[config.mk]
export PLATFORM = sky130hd
export DESIGN_NAME = isow_chan
export DESIGN_NICKNAME = d
export VERILOG_FILES = /design/src/sv/isow_pkg.sv /design/src/sv/isow_chan.sv
export SDC_FILE = /design/constraint.sdc
export NUM_CORES = 1
export LEC_CHECK = 0
export BUFFER_PORTS_ARGS = -buffer_cell sky130_fd_sc_hd__buf_2
export CAP_MARGIN = 10
export CELL_PAD_IN_SITES_DETAIL_PLACEMENT = 2
export CELL_PAD_IN_SITES_GLOBAL_PLACEMENT = 2
export CORE_AREA = 5 5 72 124
export DETAILED_ROUTE_END_ITERATION = 8
export DIE_AREA = 0 0 77 129
export PLACE_DENSITY = 0.76
export SYNTH_ARGS = -nofsm -noshare
export SYNTH_HDL_FRONTEND = slang
export SYNTH_SLANG_ARGS = --single-unit
[constraint.sdc]
create_clock -name clk -period 3 [get_ports clk]
set_input_delay 0.15 -clock clk [delete_from_list [all_inputs] [get_ports clk]]
set_output_delay 0.15 -clock clk [all_outputs]
set_load 0.005 [all_outputs]
[src/sv/isow_pkg.sv]
package isow_pkg;

    localparam int THR_W = 8;
    localparam logic [THR_W-1:0] THR_RESET = 8'd20;

    typedef enum logic [2:0] {
        ST_IDLE,
        ST_SCAN,
        ST_LOAD,
        ST_DIV,
        ST_DONE
    } isow_state_t;

    typedef struct packed {
        logic first;
        logic acc;
        logic load;
        logic step;
    } isow_ctrl_t;

endpackage

[src/sv/isow_chan.sv]
module isow_chan #(
    parameter int BITS = 8,
    parameter int LEN  = 2
) (
    input  logic                           clk,
    input  isow_pkg::isow_ctrl_t           ctrl,
    input  logic signed [BITS-1:0]         smp,
    input  logic [isow_pkg::THR_W-1:0]     thr,
    output logic                           in_band,
    output logic signed [BITS-1:0]         mean
);

    import isow_pkg::*;

    localparam int RW  = $clog2(LEN);
    localparam int SW  = BITS + RW;
    localparam int KSH = SW + RW;
    // The reciprocal gives the exact quotient for every magnitude below 2**SW.
    localparam longint unsigned RECIP = ((64'd1 << KSH) + 64'(LEN) - 64'd1) / 64'(LEN);
    localparam logic [SW:0] MUL = (SW + 1)'(RECIP);

    logic signed [BITS-1:0] lo_reg;
    logic signed [BITS-1:0] hi_reg;
    logic signed [SW-1:0]   sum_reg;
    logic                   neg_reg;
    logic [SW-1:0]          mag_reg;
    logic [BITS-1:0]        quo_reg;

    logic [SW:0]     sum_ext;
    logic [SW:0]     sum_mag;
    logic [2*SW:0]   prod;
    logic [BITS:0]   spread;

    always_comb
    begin
        sum_ext = {sum_reg[SW-1], sum_reg};
        sum_mag = sum_reg[SW-1] ? (~sum_ext + 1'b1) : sum_ext;
        prod    = mag_reg * MUL;
        spread  = {hi_reg[BITS-1], hi_reg} - {lo_reg[BITS-1], lo_reg};
        in_band = spread <= (BITS + 1)'(thr);
        mean    = neg_reg ? $signed(~quo_reg + 1'b1) : $signed(quo_reg);
    end

    always_ff @(posedge clk)
    begin
        if (ctrl.acc)
        begin
            if (ctrl.first)
            begin
                lo_reg  <= smp;
                hi_reg  <= smp;
                sum_reg <= SW'(smp);
            end
            else
            begin
                if (smp < lo_reg)
                begin
                    lo_reg <= smp;
                end
                if (smp > hi_reg)
                begin
                    hi_reg <= smp;
                end
                sum_reg <= sum_reg + SW'(smp);
            end
        end

        if (ctrl.load)
        begin
            neg_reg <= sum_reg[SW-1];
            mag_reg <= sum_mag[SW-1:0];
        end
        else if (ctrl.step)
        begin
            quo_reg <= prod[KSH +: BITS];
        end
    end

endmodule

Yosys cells after proc, flatten, opt, wreduce, memory -nomap -nowiden
Index checks and enable logic that the tools add are counted.
{ "word_totals": {"regBits": 43, "latch_bits": 0, "ramBits": 0, "rom_bits": 0, "input_bits": 21, "n_memories": 0} }
{ "op_classes": {"add_sub_neg": 4, "n_mul": 0, "div": 0, "order_cmp": 3, "n_eq_ne": 0, "n_shift": 0, "muxes": 7, "bitwise": 3, "reduce_logical": 5} }
{ "ops": {"columns": ["op", "count"], "rows": [
  ["$mux W8", 6],
  ["$add A9 B1 Y9 const B", 1],
  ["$add A9 B8 Y9", 1],
  ["$le A9 B8 Y1", 1],
  ["$mux W9", 1],
  ["$not A9 Y9", 1],
  ["$sub A8 B8 Y9", 1],
  ["$add A8 B1 Y8 const B", 1],
  ["$gt A8 B8 Y1", 1],
  ["$lt A8 B8 Y1", 1],
  ["$not A8 Y8", 1],
  ["$reduce_and A2 Y1", 3],
  ["$reduce_bool A2 Y1", 2],
  ["$not A1 Y1", 1]
]} }

Logic depth before layout (Yosys ltp)
Gate-level depths: netlist of run 1.
{ "depth": {"word_depth": 3, "depth_mapped": 14, "depth_no_buf": 14} }

Worst setup path after synthesis of run 1
OpenSTA, ideal clock, no wires.
{ "synth_timing": {"kind": "register to output", "from": "register lo_reg[0]", "to": "output port in_band", "t_arrival_ns": 2.652, "required_time_ns": 2.850, "setup_slack_ns": 0.198, "stages_incl_launch_ff": 14, "path_cell_list": "edfxtp_1 -> ha_1 -> fa_1 -> nor2b_1 -> o21a_1 -> o21a_1 -> o31a_1 -> a21oi_1 -> ha_1 -> a211o_1 -> o221ai_1 -> a21oi_1 -> o22ai_1 -> o311a_1"} }
{ "synth_via": {"elab_chain_len": 2} }
{ "synth_rtl": {"columns": ["item", "line", "text"], "rows": [
  ["from (decl)", "isow_chan.sv:22", "logic signed [BITS-1:0] lo_reg;"],
  ["from (signal assigned)", "isow_chan.sv:50", "lo_reg <= smp;"],
  ["from (signal assigned)", "isow_chan.sv:58", "lo_reg <= smp;"],
  ["$sub A8 B8 Y9", "isow_chan.sv:39", "spread = {hi_reg[BITS-1], hi_reg} - {lo_reg[BITS-1], lo_reg};"],
  ["$le A9 B8 Y1", "isow_chan.sv:40", "in_band = spread <= (BITS + 1)'(thr);"],
  ["to (decl)", "isow_chan.sv:9", "output logic in_band,"]
]} }
No other way between the ends.

Worst setup path in the final report of run 1
{ "layout_timing": {"from": "register hi_reg[0]", "to": "output port in_band"} }
{ "layout_via": {"elab_chain_len": 2} }
{ "layout_rtl": {"columns": ["item", "line", "text"], "rows": [
  ["from (decl)", "isow_chan.sv:23", "logic signed [BITS-1:0] hi_reg;"],
  ["from (signal assigned)", "isow_chan.sv:51", "hi_reg <= smp;"],
  ["from (signal assigned)", "isow_chan.sv:62", "hi_reg <= smp;"],
  ["$sub A8 B8 Y9", "isow_chan.sv:39", null],
  ["$le A9 B8 Y1", "isow_chan.sv:40", null]
]} }
No other way between the ends.

==> results of run 1 <==
placed cells by master, fill, tap and decap left out, types with 2 or more instances in the layout:
master / instances
a211oi_1: 3
a21boi_0: 2
a21o_1: 2
a21oi_1: 9
buf_2: 29
buf_4: 10
clkbuf_16: 5
edfxtp_1: 42
ha_1: 40
inv_1: 33
nand2_1: 18
nand2b_1: 8
nand3_1: 7
nand4_1: 5
nor2_1: 15
nor2b_1: 5
nor3_1: 7
nor3b_1: 2
o21a_1: 10
o21ai_0: 15
o221ai_1: 2
o22ai_1: 2
o31a_1: 2
o31ai_1: 6
or3_1: 4
xnor2_1: 17
xor2_1: 4
stage by stage:
step,worst slack [ns],power [uW],util (%),hold WS (ns),instance area (um2)
6_report,-0.378,1970,44.4,0.107,3460
4_1_cts,-0.419,2000,44.1,0.107,3440
2_1_floorplan,0.198,1140,-,0.249,2960
3_5_place_dp,-0.168,1350,41.7,0.411,3250
5_1_grt,-0.540,2090,44.4,0.105,3460
3_3_place_gp,-0.0491,1320,41.7,0.390,3250
report_power, final:
group / internal (uW) / switching (uW)
sequential: 725 / 44.3
combinational: 267 / 310
clock: 394 / 235
what timing repair did:
action | CTS | global route
resized for setup | 3 | 2
setup endpoints to repair | 1 | 1
pin swaps | 5 | 5
buffers inserted | 2 | 1
worst max-delay path: cells and delay by family (launching register included):
family / cells / cell delay [ns]
buffers and inverters: 2 / 0.19
flip-flops: 1 / 0.40
AND/OR/NAND/NOR: 1 / 0.05
AO/OA/AOI/OAI: 9 / 1.69
adder cells (fa/ha/maj): 3 / 0.60
layer usage:
layer  vias to the layer above  global-route usage [%]  wire (um)
met4                         0                    9.41        282
li1                       1113                       -          -
met2                        33                    36.7       4800
met1                      1154                    15.0       2710
met5                         -                       0          0
met3                        15                    1.61        126
final cells by class:
cell class	count	share of cell area, %
flip-flops and latches	42	36.4
clock inverters	3	1.27
repair buffers	39	6.36
well taps	90	3.25
inverters	34	3.69
multi-input cells	203	45.4
clock buffers	5	3.62
worst max-delay path by stage:
stage               from       to  cells after the start
4_1_cts        hi_reg[0]  in_band                     15
5_1_grt        hi_reg[0]  in_band                     15
6_report       hi_reg[0]  in_band                     15
3_5_place_dp   lo_reg[0]  in_band                     14
2_1_floorplan  lo_reg[0]  in_band                     13
3_3_place_gp   lo_reg[0]  in_band                     14
logic make-up (layout without fill, tap and decap cells):
logic type / Yosys count / in the layout / synth area share, %
adders and majority gates: 43 / 43 / 18.7
AOI/OAI and AO/OA: 62 / 62 / 14.2
and+or+nand+nor: 76 / 76 / 13.0
DFF: 42 / 42 / 42.6
buffers and inverters: 38 / 81 / 4.95
muxes: 1 / 1 / 0.381
xor gates and xnor gates: 21 / 21 / 6.22
==> impl_metrics.ini, run 1 <==
[clock_network]
ctsHoldBuffers = 0
clk_latency_ns = 0.29
cts_max_level = 2
cts-buffers-inserted = 5
cts_root_buf = clkbuf_16
clock-sinks = 42
cts_tree = done
cts.reportedPaths.clkPinSlew_ns = 0.06
clockBufferDepth = 2

[route]
drt_first_iter_violations = 60
drc = 0
drt-total-wl_um = 7920
firstDrtPassIters = 4
wl_per_cell_um = 19.0
antenna_left = 0
avgViaCountPerCell = 5.56
num_vias = 2315

[power]
ir_worst_vdd_uv = 267
power.density_nw_per_um2 = 571
leakage_uw = 0.00148

[finish]
seq_area_um2 = 1260
drive_above_1_share_pct = 16.3
final_cells = 416
largest_reg_flops = 9
syn2layout_area_growth_pct = 17.0
nNetsFinal = 389
fillers = 841
diodes = 0
multi_input_area_um2 = 1570

[logic_synthesis]
yosysSeqAreaShare_pct = 42.6
synth_nets = 347
synthTopCellsByArea = edfxtp_1, ha_1, xnor2_1, inv_1, o21a_1
synth-async-reset-ratio_pct = 0
avgSynthCellArea_um2 = 10.5
yosysWarnings = 0
synth_top_area_cell = edfxtp_1
synth_flop_cell = edfxtp_1
synth_top_area_share_pct = 42.6
synth_commonest_cells = edfxtp_1, ha_1, inv_1
synth_cell_types = 41
synth_edf_count = 42
synth_most_common_cell = edfxtp_1
ys_ff_latch = 42
netlist_area_um2 = 2960
synth_cells = 283

[status]
outcome = finished, violations left
violations = negative setup slack

[floorplan]
ios = 30
coreArea_um2 = 7800
rows = 43
initial_core_util_pct = 37.9
die_area_um2 = 9930
fp.dieW_um = 77
die_h_um = 129

[global_route]
grt_pass1_vias = 2723
grt_util_all_layers_pct = 17.3
grt_pass1_wl_um = 13300
grt_max_degree = 22
grt_overflow = 0
antenna_found_initial = 0

[worst_setup_path]
end_kind = output pin
crit_path_frequent_cell = o21a_1
timing.rr.end = hi_reg[1]
reg2reg_from = hi_reg[0]
worstSetupPathType = reg2out
crit_path_start_kind = register
r2r_setup_slack_ns = 0.73
arrival_ns = 3.23
reg2reg_depth = 9
worstPathCellList = inv_2 > ha_4 > fa_2 > nor2b_1 > o21a_1 > o21a_1 > o31a_1 > a21oi_2 > ha_1 > a211o_1 > o221ai_1 > a21oi_1 > o22ai_1 > o311a_1 > buf_2
max_stage_delay_ns = 0.40
slowest_stage = edfxtp_1
cp.required_ns = 2.85
worstPathMaxFanout = 3

[sta]
relSlewSlack_pct = 55.7
hold_viol = 0
fmax_mhz = 296
setup_viol_count_final = 1
drv_slew = 0
rsz0062_at_grt = yes
period_share_pct = 113
clock-skew-final_ns = 0.00296
finalSetupTns_ns = -0.378
finalCriticalPeriod_ns = 3.38
tightest_slew_ns = 0.663
fin_ws_ns = -0.378

[placement]
io_buffers = 29
dp.cells = 405
dp_hpwl_um = 6340
place_congestion = 0.723

[run]
maxCapViolations = 0

[min_path]
hold_class = in2reg
hold_depth = 1
hold_end = hi_reg[0]
min_from = smp[0]
Power figures use the tool's default switching activity.
==> run 2: changes to the inputs <==
--- a/config.mk
+++ b/config.mk
@@ -12,7 +12,7 @@
 export CORE_AREA = 5 5 72 124
 export DETAILED_ROUTE_END_ITERATION = 8
 export DIE_AREA = 0 0 77 129
-export PLACE_DENSITY = 0.76
+export PLACE_DENSITY_LB_ADDON = 0.1
 export SYNTH_ARGS = -nofsm -noshare
 export SYNTH_HDL_FRONTEND = slang
 export SYNTH_SLANG_ARGS = --single-unit
==> run 2 against run 1 <==
The run still ends with negative setup slack left. Sequential power about the same. Final cell count is the same. Combinational power grew 2%. Global-route usage shrank 0.46 points. Clock skew fell by 0.0017 ns. Total power grew 0.32%. Clock power down 0.6%. Via count increased by 0.39%. Clock-buffer cell count stayed put. Core utilization increased by 0.13 points. Sequential share of layout area fell by 0.11 points. Largest cell class unchanged. Largest power group unchanged.
==> impl_metrics.ini, run 2 (synthesis results as in run 1) <==
[status]
outcome = finished, violations left
violations = negative setup slack

[min_path]
hold_depth = 1
hold_class = in2reg

[clock_network]
cts-buffers-inserted = 5
clock-sinks = 42
clockBufferDepth = 2
cts_tree = done
clk_latency_ns = 0.28
cts_max_level = 2
cts_root_buf = clkbuf_16
cts.reportedPaths.clkPinSlew_ns = 0.06

[global_route]
grt_pass1_vias = 2668
grt_pass1_wl_um = 12900
grt_overflow = 0
grt_max_degree = 22
antenna_found_initial = 0
grt_util_all_layers_pct = 16.8

[power]
leakage_uw = 0.00148
p_clk_share_pct = 31.5
swShare_pct = 29.9
p_int_uw = 1390
seqPwrFrac_pct = 38.9
combPwrFrac_pct = 29.6
ir_worst_vdd_uv = 353
power.density_nw_per_um2 = 571
power.switching_uw = 592

[finish]
fillers = 855
largest_reg_flops = 9
drive_above_1_share_pct = 16.9
diodes = 0
seq_area_um2 = 1260
fin_util_pct = 44.5
stdcell_area_um2 = 3470
multi_input_area_um2 = 1580
mostFrequentLayoutCell = edfxtp_1
syn2layout_area_growth_pct = 17.3
final_cell_mix = edfxtp_1, ha_1, inv_1, buf_2, nand2_1
nNetsFinal = 389

[worst_setup_path]
r2r_setup_slack_ns = 0.68
worstSetupPathDepth = 15
worst-path-buf-inv = 2
cp_top_family = compound AO/OA/AOI/OAI gates
cp.required_ns = 2.85
reg2reg_depth = 9
end_kind = output pin
worstPathMaxFanout = 3
worstPathCellList = inv_2 > ha_4 > fa_2 > nor2b_2 > o21a_1 > o21a_1 > o31a_1 > a21oi_2 > ha_1 > a211o_1 > o221ai_2 > a21oi_1 > o22ai_1 > o311a_1 > buf_2
max_stage_delay_ns = 0.42
crit_path_start_kind = register
crit_path_frequent_cell = o21a_1
slowest_stage = edfxtp_1
arrival_ns = 3.21
worstSetupPathType = reg2out

[placement]
place_ws_ns = -0.195
placed_area_um2 = 3250
io_buffers = 29
dp_hpwl_um = 6400
place_congestion = 0.768

[sta]
relSlewSlack_pct = 53.2
hold_viol = 0
drv_slew = 0
fin_ws_ns = -0.360
setup_viol_count_final = 1
tightest_slew_ns = 0.701
rsz0062_at_grt = yes
fmax_mhz = 298
clock-skew-final_ns = 0.00124
period_share_pct = 112
finalCriticalPeriod_ns = 3.36

[route]
drt_first_iter_violations = 71
wl_per_cell_um = 19.2
firstDrtPassIters = 4
antenna_left = 0
num_vias = 2324
drc = 0
drt-total-wl_um = 7990
avgViaCountPerCell = 5.59

[floorplan]
fp.dieW_um = 77
rows = 43
ios = 30
initial_core_util_pct = 37.9
coreArea_um2 = 7800
die_h_um = 129
die_area_um2 = 9930

[run]
maxCapViolations = 0
==> run 2: changes by cell type in the layout (fill, tap and decap cells not counted) <==
cell	change
clkinv_2	-1
nor2b_2	+1
inv_6	-1
nor2b_1	-1
o221ai_1	-1
o221ai_2	+1
clkinvlp_4	+2
==> run 2: cell type report <==
cell class,count,area share [%]
repair buffers,39,6.34
flip-flops and latches,42,36.3
multi-input cells,203,45.5
clock buffers,5,3.60
well taps,90,3.24
clock inverters,3,1.30
inverters,34,3.68
==> run 2: power by group through the flow <==
stage | Combinational, uW | Sequential (uW) | Clock (uW)
global route | 657 | 777 | 669
CTS | 589 | 772 | 637
global placement | 543 | 777 | 0
finish | 586 | 771 | 625
floorplan | 382 | 761 | 0
detailed placement | 572 | 783 | 0
==> run 2: repair_timing <==
item	CTS	global route
setup endpoints to repair	1	1
hold buffers	0	0
pin swaps	6	8
setup buffers	2	1
gates resized for setup	5	2
==> run 2: through the flow <==
step	hold slack (ns)	instances	total power [uW]	setup TNS [ns]
2_1_floorplan	0.249	283	1140	0
3_3_place_gp	0.382	405	1320	-0.0462
3_5_place_dp	0.396	405	1350	-0.195
4_1_cts	0.105	415	2000	-0.413
5_1_grt	0.100	416	2100	-0.508
6_report	0.109	416	1980	-0.360
==> run 2: per-layer routing <==
| layer | GRT usage (%) | up-vias | wire length, um |
|---|---|---|---|
| li1 | - | 1113 | - |
| met1 | 14.8 | 1161 | 2810 |
| met2 | 35.7 | 34 | 4760 |
| met3 | 2.17 | 16 | 161 |
| met4 | 7.89 | 0 | 260 |
| met5 | 0 | - | 0 |
==> run 2: path summary, 6_finish.rpt <==
check,startpoint,endpoint
max,hi_reg[0],in_band
min,smp[0],lo_reg[0]
max reg2reg,hi_reg[0],hi_reg[0]
min reg2reg,mag_reg[7],quo_reg[6]
